## src/lshs_pkg.sv

```systemverilog
// Shared types and constants for the limit switch homing sequencer.
// Holds the request and response beat structs, opcode, direction and register codes.
// No dependencies.
package lshs_pkg;

   localparam int LEVEL_BITS_DEF = 16;
   localparam int TIMER_BITS_DEF = 20;

   localparam int CSR_INDEX_BITS = 3;
   localparam int CSR_DATA_BITS  = 16;
   localparam int DUTY_BITS      = 10;
   localparam int TICK_BITS      = 10;
   localparam int WEIGHT_BITS    = 16;
   localparam int DUR_BITS       = 16;

   localparam logic [DUTY_BITS-1:0] DUTY_MAX = 10'd1000;

   localparam int CMD_L = 0;
   localparam int CMD_R = 1;
   localparam int CMD_C = 2;
   localparam int CMD_O = 3;

   typedef enum logic [2:0] {
      OP_TICK   = 3'd0,
      OP_LEFT   = 3'd1,
      OP_RIGHT  = 3'd2,
      OP_CENTER = 3'd3,
      OP_OFFSET = 3'd4
   } op_type;

   typedef enum logic [1:0] {
      DIR_STOP  = 2'd0,
      DIR_RIGHT = 2'd1,
      DIR_LEFT  = 2'd2
   } dir_type;

   typedef enum logic [CSR_INDEX_BITS-1:0] {
      CSR_LEFT_WEIGHT  = 3'd0,
      CSR_RIGHT_WEIGHT = 3'd1,
      CSR_THRESHOLD    = 3'd2,
      CSR_CORNER_DUTY  = 3'd3,
      CSR_CENTER_DUTY  = 3'd4,
      CSR_CENTER_TIME  = 3'd5,
      CSR_OFFSET_TIME  = 3'd6,
      CSR_TICK_MS      = 3'd7
   } csr_idx_type;

   typedef struct packed {
      logic [2:0] opcode;
      logic       left_switch;
      logic       right_switch;
      logic       abort;
   } req_type;

   typedef struct packed {
      logic [1:0]           direction;
      logic [DUTY_BITS-1:0] duty_permille;
      logic                 left_pressed;
      logic                 right_pressed;
      logic                 at_left;
      logic                 at_right;
      logic                 at_center;
      logic                 at_offset;
      logic                 ready_res;
   } rsp_type;

   function automatic logic [DUTY_BITS-1:0] sat_duty(input logic [DUTY_BITS-1:0] d);
      return (d > DUTY_MAX) ? DUTY_MAX : d;
   endfunction

endpackage

```

## src/lshs_filter.sv

```systemverilog
// First-order low-pass filter and press detector for one limit switch.
// Uses lshs_pkg for the weight width.
module lshs_filter #(
   parameter int LEVEL_BITS = lshs_pkg::LEVEL_BITS_DEF
) (
   input  logic [LEVEL_BITS-1:0]              level,
   input  logic [lshs_pkg::WEIGHT_BITS-1:0]   weight,
   input  logic [lshs_pkg::WEIGHT_BITS-1:0]   threshold,
   input  logic                               sample,
   input  logic                               update,
   output logic [LEVEL_BITS-1:0]              level_out,
   output logic                               pressed
);
   import lshs_pkg::*;

   localparam int SUM_BITS = LEVEL_BITS + WEIGHT_BITS + 2;

   logic [WEIGHT_BITS:0]            weight_c;
   logic [LEVEL_BITS+WEIGHT_BITS:0] keep_term;
   logic [SUM_BITS-1:0]             new_term;
   logic [SUM_BITS-1:0]             sum;
   logic [LEVEL_BITS-1:0]           filtered;

   always_comb begin
      weight_c  = (WEIGHT_BITS+1)'(1 << WEIGHT_BITS) - {1'b0, weight};
      keep_term = weight_c * level;
      if (sample) begin
         new_term = {2'b00, weight, {LEVEL_BITS{1'b0}}} - SUM_BITS'(weight);
      end else begin
         new_term = '0;
      end
      sum       = SUM_BITS'(keep_term) + new_term + SUM_BITS'(1 << (WEIGHT_BITS - 1));
      filtered  = sum[LEVEL_BITS+WEIGHT_BITS-1:WEIGHT_BITS];
      level_out = update ? filtered : level;
      pressed   = {level_out, {WEIGHT_BITS{1'b0}}} > {threshold, {LEVEL_BITS{1'b0}}};
   end

endmodule

```

## src/limit_switch_homing_sequencer_top.sv

```systemverilog
// Top level of the limit switch homing sequencer: handshakes, settings registers,
// sequencing state and the response register. Depends on lshs_pkg and lshs_filter.
//
// The block takes one beat per clock cycle and returns exactly one response beat for
// each, in the cycle after acceptance, from a response register. The request side is
// stalled only while that register holds a beat that the receiver is stalling, so the
// sustained rate is one beat per cycle while the receiver does not stall; the path per
// beat is one switch filter multiply, its threshold compare and the sequencing logic.
module limit_switch_homing_sequencer_top #(
   parameter int LEVEL_BITS = lshs_pkg::LEVEL_BITS_DEF,
   parameter int TIMER_BITS = lshs_pkg::TIMER_BITS_DEF
) (
   input  logic                                 clock,
   input  logic                                 reset,
   input  logic                                 req_valid,
   output logic                                 req_stall,
   input  lshs_pkg::req_type                    req_data,
   output logic                                 rsp_valid,
   input  logic                                 rsp_stall,
   output lshs_pkg::rsp_type                    rsp_data,
   input  logic                                 csr_wr_en,
   input  logic [lshs_pkg::CSR_INDEX_BITS-1:0]  csr_index,
   input  logic [lshs_pkg::CSR_DATA_BITS-1:0]   csr_wdata
);
   import lshs_pkg::*;

   logic [WEIGHT_BITS-1:0] left_weight_ff, right_weight_ff, threshold_ff;
   logic [DUTY_BITS-1:0]   corner_duty_ff, center_duty_ff;
   logic [DUR_BITS-1:0]    center_time_ff, offset_time_ff;
   logic [TICK_BITS-1:0]   tick_ms_ff;

   logic [LEVEL_BITS-1:0] left_level_ff, right_level_ff;
   logic [LEVEL_BITS-1:0] left_level_in, right_level_in;
   logic [3:0]            pend_ff, pend_in;
   logic [3:0]            flags_ff, flags_in;
   logic [TIMER_BITS-1:0] elapsed_ff, elapsed_in;
   logic                  running_ff, running_in;
   dir_type               dir_ff, dir_in;
   logic [DUTY_BITS-1:0]  duty_ff, duty_in;

   logic    rsp_valid_ff, rsp_valid_in;
   rsp_type rsp_data_ff, rsp_data_in;

   logic                  accept;
   logic                  is_tick;
   logic                  left_pressed, right_pressed;
   logic                  ready;
   logic [TIMER_BITS:0]   timer_sum;
   logic [DUR_BITS-1:0]   leg_dur;
   logic [1:0]            leg_bit;

   assign accept    = req_valid && !req_stall;
   assign req_stall = rsp_valid_ff && rsp_stall;
   assign is_tick   = (req_data.opcode == OP_TICK);
   assign rsp_valid = rsp_valid_ff;
   assign rsp_data  = rsp_data_ff;

   lshs_filter #(.LEVEL_BITS(LEVEL_BITS)) u_left_filter (
      .level     (left_level_ff),
      .weight    (left_weight_ff),
      .threshold (threshold_ff),
      .sample    (req_data.left_switch),
      .update    (is_tick),
      .level_out (left_level_in),
      .pressed   (left_pressed)
   );

   lshs_filter #(.LEVEL_BITS(LEVEL_BITS)) u_right_filter (
      .level     (right_level_ff),
      .weight    (right_weight_ff),
      .threshold (threshold_ff),
      .sample    (req_data.right_switch),
      .update    (is_tick),
      .level_out (right_level_in),
      .pressed   (right_pressed)
   );

   always_comb begin
      pend_in    = pend_ff;
      flags_in   = flags_ff;
      elapsed_in = elapsed_ff;
      running_in = running_ff;
      dir_in     = dir_ff;
      duty_in    = duty_ff;
      ready      = 1'b0;
      timer_sum  = '0;
      leg_dur    = '0;
      leg_bit    = 2'(CMD_C);
      case (req_data.opcode)
         OP_TICK: begin
            if (running_in) begin
               timer_sum  = {1'b0, elapsed_in} + (TIMER_BITS+1)'(tick_ms_ff);
               elapsed_in = timer_sum[TIMER_BITS] ? {TIMER_BITS{1'b1}}
                                                  : timer_sum[TIMER_BITS-1:0];
            end
            if (req_data.abort) begin
               dir_in     = DIR_STOP;
               pend_in    = '0;
               flags_in   = '0;
               elapsed_in = '0;
               running_in = 1'b0;
            end
            if (left_pressed && !flags_in[CMD_L] && pend_in[CMD_L]) begin
               flags_in[CMD_L] = 1'b1;
               flags_in[CMD_R] = 1'b0;
               pend_in[CMD_L]  = 1'b0;
               dir_in          = DIR_STOP;
            end
            if (right_pressed && !flags_in[CMD_R] && pend_in[CMD_R]) begin
               flags_in[CMD_R] = 1'b1;
               flags_in[CMD_L] = 1'b0;
               pend_in[CMD_R]  = 1'b0;
               dir_in          = DIR_STOP;
               if (!pend_in[CMD_C] && !pend_in[CMD_O]) begin
                  ready = 1'b1;
               end
            end
            for (int k = 0; k < 2; k++) begin
               leg_bit = (k == 0) ? 2'(CMD_C) : 2'(CMD_O);
               leg_dur = (k == 0) ? center_time_ff : offset_time_ff;
               if (pend_in[leg_bit]) begin
                  if (flags_in[CMD_R]) begin
                     duty_in         = sat_duty(center_duty_ff);
                     dir_in          = DIR_LEFT;
                     elapsed_in      = '0;
                     running_in      = 1'b1;
                     pend_in[CMD_R]  = 1'b0;
                     flags_in[CMD_R] = 1'b0;
                  end
                  if (!pend_in[CMD_R] && !flags_in[CMD_R]
                      && elapsed_in > TIMER_BITS'(leg_dur)) begin
                     elapsed_in        = '0;
                     running_in        = 1'b0;
                     dir_in            = DIR_STOP;
                     flags_in[leg_bit] = 1'b1;
                     pend_in[leg_bit]  = 1'b0;
                     ready             = 1'b1;
                  end
               end
            end
         end
         OP_LEFT, OP_RIGHT, OP_CENTER, OP_OFFSET: begin
            flags_in = '0;
            duty_in  = sat_duty(corner_duty_ff);
            if (req_data.opcode != OP_RIGHT) begin
               elapsed_in = '0;
               running_in = 1'b0;
            end
            pend_in = '0;
            if (req_data.opcode == OP_LEFT) begin
               pend_in[CMD_L] = 1'b1;
               dir_in         = DIR_LEFT;
            end else begin
               pend_in[CMD_R] = 1'b1;
               pend_in[CMD_C] = (req_data.opcode == OP_CENTER);
               pend_in[CMD_O] = (req_data.opcode == OP_OFFSET);
               dir_in         = DIR_RIGHT;
            end
         end
         default: begin
         end
      endcase
   end

   always_comb begin
      rsp_data_in.direction     = dir_in;
      rsp_data_in.duty_permille = duty_in;
      rsp_data_in.left_pressed  = left_pressed;
      rsp_data_in.right_pressed = right_pressed;
      rsp_data_in.at_left       = flags_in[CMD_L];
      rsp_data_in.at_right      = flags_in[CMD_R];
      rsp_data_in.at_center     = flags_in[CMD_C];
      rsp_data_in.at_offset     = flags_in[CMD_O];
      rsp_data_in.ready_res     = ready;
      rsp_valid_in              = accept || (rsp_valid_ff && rsp_stall);
   end

   always_ff @(posedge clock) begin
      if (reset) begin
         left_weight_ff  <= 16'd49152;
         right_weight_ff <= 16'd49152;
         threshold_ff    <= 16'd58982;
         corner_duty_ff  <= 10'd400;
         center_duty_ff  <= 10'd500;
         center_time_ff  <= 16'd8500;
         offset_time_ff  <= 16'd3000;
         tick_ms_ff      <= 10'd50;
      end else if (csr_wr_en) begin
         case (csr_index)
            CSR_LEFT_WEIGHT:  left_weight_ff  <= csr_wdata;
            CSR_RIGHT_WEIGHT: right_weight_ff <= csr_wdata;
            CSR_THRESHOLD:    threshold_ff    <= csr_wdata;
            CSR_CORNER_DUTY:  corner_duty_ff  <= csr_wdata[DUTY_BITS-1:0];
            CSR_CENTER_DUTY:  center_duty_ff  <= csr_wdata[DUTY_BITS-1:0];
            CSR_CENTER_TIME:  center_time_ff  <= csr_wdata;
            CSR_OFFSET_TIME:  offset_time_ff  <= csr_wdata;
            CSR_TICK_MS:      tick_ms_ff      <= csr_wdata[TICK_BITS-1:0];
            default: begin
            end
         endcase
      end
   end

   always_ff @(posedge clock) begin
      if (reset) begin
         left_level_ff  <= '0;
         right_level_ff <= '0;
         pend_ff        <= '0;
         flags_ff       <= '0;
         elapsed_ff     <= '0;
         running_ff     <= 1'b0;
         dir_ff         <= DIR_STOP;
         duty_ff        <= '0;
         rsp_valid_ff   <= 1'b0;
      end else begin
         rsp_valid_ff <= rsp_valid_in;
         if (accept) begin
            left_level_ff  <= left_level_in;
            right_level_ff <= right_level_in;
            pend_ff        <= pend_in;
            flags_ff       <= flags_in;
            elapsed_ff     <= elapsed_in;
            running_ff     <= running_in;
            dir_ff         <= dir_in;
            duty_ff        <= duty_in;
         end
      end
   end

   always_ff @(posedge clock) begin
      if (accept) begin
         rsp_data_ff <= rsp_data_in;
      end
   end

   a_ready_has_flag: assert property (@(posedge clock) disable iff (reset)
      rsp_valid_ff && rsp_data_ff.ready_res |->
         (rsp_data_ff.at_right || rsp_data_ff.at_center || rsp_data_ff.at_offset))
      else $error("Ready pulse without a matching alignment flag.");

   a_ends_exclusive: assert property (@(posedge clock) disable iff (reset)
      !(flags_ff[CMD_L] && flags_ff[CMD_R]))
      else $error("Left and right alignment flags set together.");

   a_timer_idle_zero: assert property (@(posedge clock) disable iff (reset)
      !running_ff |-> (elapsed_ff == '0))
      else $error("Timer holds a value while stopped.");

   a_accept_gives_beat: assert property (@(posedge clock) disable iff (reset)
      accept |=> rsp_valid_ff)
      else $error("Accepted beat produced no response.");

   a_duty_limit: assert property (@(posedge clock) disable iff (reset)
      duty_ff <= DUTY_MAX)
      else $error("Drive duty above full scale.");

endmodule
```

## config.mk

```make
export PLATFORM = sky130hd
export DESIGN_NAME = limit_switch_homing_sequencer_top
export DESIGN_NICKNAME = d
export VERILOG_FILES = /design/src/lshs_pkg.sv /design/src/lshs_filter.sv /design/src/limit_switch_homing_sequencer_top.sv
export SDC_FILE = /design/constraint.sdc
export NUM_CORES = 2
export LEC_CHECK = 0
export BUFFER_PORTS_ARGS = -buffer_cell sky130_fd_sc_hd__buf_2
export CORE_MARGIN = 8
export CORE_UTILIZATION = 56
export CTS_CLUSTER_DIAMETER = 50
export DETAILED_ROUTE_END_ITERATION = 10
export PLACE_DENSITY_LB_ADDON = 0.15
export SLEW_MARGIN = 20
export SYNTH_ARGS = -nofsm -noshare
export SYNTH_HDL_FRONTEND = slang
export SYNTH_SLANG_ARGS = --single-unit
```

## constraint.sdc

```tcl
create_clock -name clock -period 16.4 [get_ports clock]
set_clock_uncertainty 0.05 [all_clocks]
set_input_delay 1.64 -clock clock [delete_from_list [all_inputs] [get_ports clock]]
set_output_delay 1.64 -clock clock [all_outputs]
set_load 0.05 [all_outputs]
```

== Yosys cells after proc, flatten, opt, wreduce, memory -nomap -nowiden ==
Index checks and enable logic that the tools add are counted.

* Bits in registers: 203
* Bits in latches: 0
* RAM bits: 0
* ROM bits: 0
* Bits of input ports: 30
* Output and inout port bits: 21
* Logic and storage cells: 178
* Memories kept: 0

* Add/sub/neg operators: 9
* Multipliers: 2
* Divide/modulo/power cells: 0
* $lt $le $gt $ge: 6
* Equality and inequality tests: 13
* Shift-type cells: 0
* Muxes and demuxes: 87
* Bitwise gates (word level): 0
* Reduce and logical (&&, ||, !) cells: 35

{| class="wikitable"
|+ Operators with widths
! kind !! count
|-
| $mux W20 || 14
|-
| $add A32 B16 Y32 const B || 2
|-
| $add A32 B32 Y32 || 2
|-
| $gt A32 B32 Y1 || 2
|-
| $mul A17 B16 Y32 || 2
|-
| $mux W32 || 2
|-
| $sub A32 B16 Y32 || 2
|-
| $mux W10 || 6
|-
| $gt A20 B16 Y1 || 2
|-
| $pmux W20 S2 || 1
|-
| $mux W1 || 35
|-
| $mux W2 || 17
|-
| $sub A17 B16 Y17 const A || 2
|-
| $mux W16 || 2
|-
| $add A20 B10 Y21 || 1
|-
| $gt A10 B10 Y1 const B || 2
|-
| $pmux W10 S2 || 1
|-
| $reduce_and A2 Y1 || 9
|-
| $mux W4 || 4
|-
| $pmux W4 S2 || 2
|-
| $eq A3 B3 Y1 const B || 5
|-
| $eq A3 B2 Y1 const B || 4
|-
| $logic_and A1 B1 Y1 || 11
|-
| $logic_not A1 Y1 || 9
|-
| other kinds (11) || 13
|}

== Logic depth before layout (Yosys ltp) ==
* Word-level depth: 33
* Gate-level depth with buffers: 68
* Depth with buffers taken out: 60

== By module ==
A second synthesis with hierarchy kept.

* Cell total of the unflattened synthesis: 3,789
* Area total of the unflattened synthesis: 31,529.0 um^2

{| class="wikitable"
|+ By module, submodules not included
! module !! instances !! cells an instance !! area each (um^2) !! sequential area each (um^2)
|-
| lshs_filter (u_left_filter) || 1 || 1,285 || 10,904.2 || 0.0
|-
| lshs_filter (u_right_filter) || 1 || 1,281 || 10,865.4 || 0.0
|-
| limit_switch_homing_sequencer_top || 1 || 1,223 || 9,759.4 || 4,254.1
|}

== Least setup slack after synthesis ==
Ideal clock, no wire load.

* Kind: register to register
* Start point: register right_weight_ff[0]
* End point: register rsp_data_ff, in the netlist rsp_data[17], data pin
* Library setup time: 0.262 ns
* Data arrival time: 14.015 ns
* Data required time: 16.088 ns
* Slack: 2.072 ns
* Stages on the path, launching flop included: 66
* Path buffers: 7
* Period minus slack after synthesis: 14.328 ns
* Path through: dfxtp_1 > clkbuf_1 > clkbuf_1 > inv_1 > ha_1 > nand2_1 > or3_1 > clkbuf_1 > nor3_1 > nand2_1 > xor2_1 > clkbuf_1 > nand2_1 > fa_1 > inv_1 > fa_1 > fa_1 > inv_1 > [30 not listed] > a21oi_1 > a21o_1 > and2_1 > or2_2 > clkbuf_1 > or4_1 > ha_1 > nor2b_1 > o21a_1 > o21ai_0 > a211oi_1 > nor3_1 > o211a_1 > o32ai_1 > a22oi_1 > clkbuf_1 > nand4_1 > a21oi_1

* Word-level cells in the longest chain between the ends: 26
* Elaborated cells on any way between the ends: 46
* Those cells by class: add/sub (4); mul (1); order compare (3); mux (30); reduce/logical (8)

{| class="wikitable"
|+ Ends and longest elaborated chain
! item !! line !! RTL
|-
| start: declaration || limit_switch_homing_sequencer_top.sv:27 || <nowiki>logic [WEIGHT_BITS-1:0] left_weight_ff, right_weight_ff, threshold_ff;</nowiki>
|-
| start signal: assignment || limit_switch_homing_sequencer_top.sv:191 || <nowiki>CSR_RIGHT_WEIGHT: right_weight_ff <= csr_wdata;</nowiki>
|-
| $sub A17 B16 Y17 or $sub A32 B16 Y32 (tied branches) || lshs_filter.sv:25, lshs_filter.sv:28 ||
|-
| $mul A17 B16 Y32 or $mux W32 (tied branches) || lshs_filter.sv:26, lshs_filter.sv:27 ||
|-
| $add A32 B32 Y32 * || lshs_filter.sv:32 || <nowiki>sum = SUM_BITS'(keep_term) + new_term + SUM_BITS'(1 << (WEIGHT_BITS - 1));</nowiki>
|-
| $add A32 B16 Y32 * || lshs_filter.sv:32 ||
|-
| $mux W16 * || lshs_filter.sv:34 || <nowiki>level_out = update ? filtered : level;</nowiki>
|-
| named net right_level_in[13] || limit_switch_homing_sequencer_top.sv:33 || <nowiki>logic [LEVEL_BITS-1:0] left_level_in, right_level_in;</nowiki>
|-
| $gt A32 B32 Y1 * || lshs_filter.sv:35 || <nowiki>pressed = {level_out, {WEIGHT_BITS{1'b0}}} > {threshold, {LEVEL_BITS{1'b0}}};</nowiki>
|-
| named net right_pressed || limit_switch_homing_sequencer_top.sv:46 || <nowiki>logic left_pressed, right_pressed;</nowiki>
|-
| $logic_and A1 B1 Y1 * (2 in a row) || limit_switch_homing_sequencer_top.sv:109 || <nowiki>if (right_pressed && !flags_in[CMD_R] && pend_in[CMD_R]) begin</nowiki>
|-
| branches (longest 16 deep; another with $gt A20 B16 Y1) || -- ||
|-
| $mux W2 * || limit_switch_homing_sequencer_top.sv:121 || <nowiki>if (pend_in[leg_bit]) begin</nowiki>
|-
| $pmux W2 S2 * || limit_switch_homing_sequencer_top.sv:89 || <nowiki>case (req_data.opcode)</nowiki>
|-
| named net dir_in[0] || limit_switch_homing_sequencer_top.sv:38 || <nowiki>dir_type dir_ff, dir_in;</nowiki>
|-
| end signal: assignment || limit_switch_homing_sequencer_top.sv:232 || <nowiki>rsp_data_ff <= rsp_data_in;</nowiki>
|-
| end: declaration || limit_switch_homing_sequencer_top.sv:42 || <nowiki>rsp_type rsp_data_ff, rsp_data_in;</nowiki>
|}

Mark *: on every way through the listed nets, which the timed path passes. The select of a mux whose other input is x is not followed.
A chain may end at the register's enable or synchronous reset.

== Worst setup path in the final report ==
* Start point: register right_weight_ff[2]
* End point: register rsp_data_ff, in the netlist rsp_data[17], data pin

Same word-level chain as after synthesis.

==> results.md <==
Synthesis:
- The post-synthesis net count is 4493.
- The share of synthesized area occupied by flip-flops and latches is 0.139.
- The most used flip-flop cell after synthesis is sky130_fd_sc_hd__dfxtp_1.
- The share of synthesized area in the top cell type comes to 0.312.
- The number of distinct standard cells referenced by the synthesized netlist is 71.
- The count of state elements after synthesis is 203.
- The mux contribution to synthesized area is 0.00529.
- Of all flip-flops after synthesis, the portion carrying an async set or reset was 0.
- After synthesis, the largest family of logic cells by area is adder cells.
- The post-synthesis instance area is 30500 um^2.
- The post-synthesis xor/xnor area fraction is 0.0207.
- The library cell occupying the most area in the post-synthesis netlist is sky130_fd_sc_hd__fa_1.
- The post-synthesis instance total is 3695.
- By area the synthesized netlist is led by sky130_fd_sc_hd__fa_1 31%, sky130_fd_sc_hd__dfxtp_1 12%, sky130_fd_sc_hd__ha_1 12%.
- The post-synthesis compound-gate area fraction is 0.0908.
- Of the total synthesized cell area, the portion taken by full adders, half adders and majority gates is 0.432.
- For this run, the number of Yosys warnings is 0.
- Counting flops with a built-in enable in the synthesized netlist gives 19.
- The area fraction in and, or, nand and nor cells after synthesis is 0.203.
- The post-synthesis area per instance is 8.26 um^2.

Floorplanning:
- For this configuration, the core starts out at a cell density of 0.567.
- The placeable core region is 53800 um^2.
- Measured along the x axis, the die boundary spans 249 um.
- The total I/O pin count is 51.
- From bottom edge to top edge, the die measures 249 um.
- The overall die area is 62200 um^2.
- The number of placement rows is 85.

Layout:
- The synthesis-to-finish area growth is 6.15%.
- The area of the multi-input gates is 23000 um^2.
- For this run, the share of the core covered by cells in the final layout is 0.602.
- The post-route non-filler standard cell count is 4364.
- The summed area of non-filler cells in the final layout is 32400 um^2.
- The final-stage net count is 4446.
- The layout has 4853 filler cells.
- The count of inserted antenna diode cells is 0.
- The footprint of the flip-flops and latches is 4250 um^2.
- The share of layout cells above drive strength 1 is 0.0507.

Detailed routing:
- Before antenna repair, the detailed router went through 7 iterations.
- In this run the remaining antenna-violating nets after routing total 0.
- The DRC violations left is 0.
- The detail-routed via count per cell is 5.64.
- The detailed router finished its first iteration with 1768 violations.
- The average wire per cell in the routed design is 19.1 um.
- The total number of vias is 24605.
- The overall routed net length is 83.4 mm.

Clocking:
- TritonCTS built the clock tree.
- The clock root buffer master is sky130_fd_sc_hd__clkbuf_16.
- Hold repair after CTS inserted 0 buffers.
- After clock tree synthesis, the clock-pin slew on the worst setup and hold paths is 0.06 ns.
- In this run the number of H-tree levels came out at 1.
- At the later pin of the worst-skew pair, clock insertion delay measures 0.54 ns.
- Counting along the longest clock path gives a buffer depth of 3.
- The clock net in this run drives a total of 203 sinks.
- The number of buffers created by CTS is 27.

Place:
- The placed instances occupy a cell area of 31400 um^2.
- The placement-stage worst setup slack is 0.486 ns.
- Once placement completed, the tool counted placed cells totaling 4314.
- The HPWL reported at the end of detailed placement is 64.4 mm.
- Buffers placed on the I/O ports in this run total 50.
- The congestion estimate from routability-driven global placement came to 0.963.

Setup path:
- The critical path endpoint category is a flop.
- STA puts the critical path data required time at 16.63 ns.
- The largest stage delay on the critical path is 0.69 ns.
- The worst setup path is launched from a flop.
- The largest individual stage delay along the critical path comes from the cell sky130_fd_sc_hd__or4_1.
- The setup path with the least slack is of type flop to flop.
- The number of logic stages on the critical path including buffering is 59.
- The critical path's most frequent cell is sky130_fd_sc_hd__fa_1.
- Together, buffers and inverters on the worst path number 6.
- Data arrives at the worst endpoint at 15.81 ns.
- The depth of the worst register-to-register path is 59.
- The maximum fanout encountered on the critical timing path is 19.
- Grouping stages by cell kind, the critical path spends the most delay in simple AND/OR/NAND/NOR gates.

Flow run:
- Across the run, the number of max-cap violations was 0.

GRT:
- The first global-routing pass estimated 137 mm of wire.
- Summed over all layers, the global routing overflow is 0.
- The via count of the first global-routing pass is 26025.
- The total routing usage reported by global routing is 0.270.
- The initial antenna violation count is 1.
- The pin count of the biggest net entering global routing is 97.

Min path:
- The type of the tightest min-delay check is flop to flop.
- The worst hold path was traced through 2 stages.

STA:
- The count of endpoints failing hold in the final timing report is 0.
- The routed design could run at a clock period as short as 15.58 ns.
- Setup violations remaining at the end of the flow were counted as 0.
- The fmax is 0.0642 GHz.
- The relative slew slack is 0.235.
- The final worst setup slack is 0.821 ns.
- The final count of pins violating max slew is 0.
- Of the available clock period, the critical path in the final layout requires 0.950.
- The transition time at the pin with the least slew margin is 1.15 ns.

Power and ir drop:
- The power per cell area is 50.3 nW/um^2.
- The leakage power total is 16.2 nW.
- The largest vdd supply drop is 81.2 uV.

Status:
- The flow ran to the end, and the final reports show no timing, DRC or antenna violations.
stage by stage:
step	total power [mW]	hold WS (ns)	setup TNS (ns)
floorplan	0.863	0.386	0
global placement	1.01	0.392	0
detailed placement	1.02	0.396	0
CTS	1.63	0.405	0
global route	1.71	0.419	-1.46
finish	1.63	0.406	0
metal layers:
metal / vias to the layer above / track usage / share of wire / wire length (um)
met5: - / 0 / 0 / 0
met3: 186 / 0.0350 / 0.066 / 5490
met4: 0 / 0.0940 / 0.036 / 3000
met2: 844 / 0.466 / 0.49 / 40900
met1: 12200 / 0.346 / 0.41 / 34000
li1: 11375 / - / - / -
worst min-delay path, stage by stage, from the launching register on:
cell	delay (ns)
sky130_fd_sc_hd__dfxtp_1	0.31
sky130_fd_sc_hd__nand2_1	0.05
sky130_fd_sc_hd__a21oi_1	0.05
registers in the layout, indices dropped and copies added (netlist names), 16 cells and up:
name,flops
left_weight_ff,16
left_level_ff,16
threshold_ff,16
center_time_ff,16
elapsed_ff,20
offset_time_ff,16
rsp_data,19
right_level_ff,16
right_weight_ff,16
cells in the mapped netlist, types with 7 or more instances:
| library cell | count |
|---|---|
| sky130_fd_sc_hd__a21oi_1 | 169 |
| sky130_fd_sc_hd__nand3b_1 | 7 |
| sky130_fd_sc_hd__nand3_1 | 37 |
| sky130_fd_sc_hd__nor2b_1 | 24 |
| sky130_fd_sc_hd__nor3_1 | 30 |
| sky130_fd_sc_hd__edfxtp_1 | 19 |
| sky130_fd_sc_hd__and2_1 | 301 |
| sky130_fd_sc_hd__nand2b_1 | 12 |
| sky130_fd_sc_hd__nor2_1 | 142 |
| sky130_fd_sc_hd__a222oi_1 | 8 |
| sky130_fd_sc_hd__nor4_1 | 12 |
| sky130_fd_sc_hd__mux2i_1 | 15 |
| sky130_fd_sc_hd__o21ai_0 | 86 |
| sky130_fd_sc_hd__xor2_1 | 23 |
| sky130_fd_sc_hd__a211oi_1 | 18 |
| sky130_fd_sc_hd__ha_1 | 293 |
| sky130_fd_sc_hd__a21o_1 | 20 |
| sky130_fd_sc_hd__o211ai_1 | 29 |
| sky130_fd_sc_hd__fa_1 | 475 |
| sky130_fd_sc_hd__inv_1 | 692 |
| sky130_fd_sc_hd__clkbuf_2 | 9 |
| sky130_fd_sc_hd__o21a_1 | 25 |
| sky130_fd_sc_hd__o31ai_1 | 8 |
| sky130_fd_sc_hd__clkbuf_1 | 158 |
| sky130_fd_sc_hd__or4_1 | 8 |
| sky130_fd_sc_hd__nand4_1 | 21 |
| sky130_fd_sc_hd__buf_1 | 14 |
| sky130_fd_sc_hd__or3_1 | 11 |
| sky130_fd_sc_hd__dfxtp_1 | 184 |
| sky130_fd_sc_hd__a21boi_0 | 7 |
| sky130_fd_sc_hd__nand2_1 | 656 |
| sky130_fd_sc_hd__xnor2_1 | 49 |
| sky130_fd_sc_hd__or2_2 | 8 |
| sky130_fd_sc_hd__o221ai_1 | 9 |
| sky130_fd_sc_hd__and3_1 | 37 |
area by class of cell:
cell class | count | share of cell area
Timing Repair Buffer | 107 | 0.0210
Clock buffer | 31 | 0.0219
Clock inverter | 18 | 0.00699
Inverter | 694 | 0.0805
Sequential cell | 203 | 0.131
Multi-Input combinational cell | 2615 | 0.711
Tap cell | 696 | 0.0269
final timing paths:
check                                        from                      endpoint  slack, ns
setup / recovery  right_weight_ff[2]$_SDFFE_PP0P_        rsp_data[17]$_DFFE_PP_       0.82
hold / removal       threshold_ff[8]$_SDFFE_PP0P_  threshold_ff[8]$_SDFFE_PP0P_       0.41
setup reg to reg  right_weight_ff[2]$_SDFFE_PP0P_        rsp_data[17]$_DFFE_PP_       0.82
hold reg to reg      threshold_ff[8]$_SDFFE_PP0P_  threshold_ff[8]$_SDFFE_PP0P_       0.41
where the power goes:
part | internal [mW] | switching [mW] | leakage (nW)
clock | 0.367 | 0.245 | 0.466
combinational | 0.163 | 0.312 | 14.1
sequential | 0.517 | 0.0243 | 1.68
total | 1.05 | 0.582 | 16.2
cell families (layout without fill, tap and decap cells):
group | count (synthesis) | after routing
adder cells (fa/ha/maj) | 768 | 768
AO/OA/AOI/OAI | 442 | 442
AND/OR/NAND/NOR | 1317 | 1317
buffers and inverters | 877 | 850
flip-flops | 203 | 203
XOR/XNOR | 72 | 72
multiplexers | 16 | 16
placed cells by master (no fill, tap or decap), types with 23 or more instances in the layout:
cell type / Yosys / final
sky130_fd_sc_hd__xnor2_1: 49 / 46
sky130_fd_sc_hd__nor2_1: 142 / 138
sky130_fd_sc_hd__nor3_1: 30 / 28
sky130_fd_sc_hd__clkbuf_16: 0 / 27
sky130_fd_sc_hd__dfxtp_1: 184 / 184
sky130_fd_sc_hd__a21oi_1: 169 / 169
sky130_fd_sc_hd__o21ai_0: 86 / 86
sky130_fd_sc_hd__buf_2: 2 / 49
sky130_fd_sc_hd__and3_1: 37 / 37
sky130_fd_sc_hd__inv_1: 692 / 692
sky130_fd_sc_hd__and2_1: 301 / 301
sky130_fd_sc_hd__nand2_1: 656 / 655
sky130_fd_sc_hd__o21a_1: 25 / 25
sky130_fd_sc_hd__buf_4: 0 / 58
sky130_fd_sc_hd__nor2b_1: 24 / 23
sky130_fd_sc_hd__ha_1: 293 / 293
sky130_fd_sc_hd__o211ai_1: 29 / 29
sky130_fd_sc_hd__nand3_1: 37 / 37
sky130_fd_sc_hd__fa_1: 475 / 475
repair_timing:
action,4_1_cts,5_1_grt
setup endpoints to repair,0,29
buffers inserted,0,1
gates resized for setup,0,10
No activity file was read; power rests on OpenSTA's default activity.
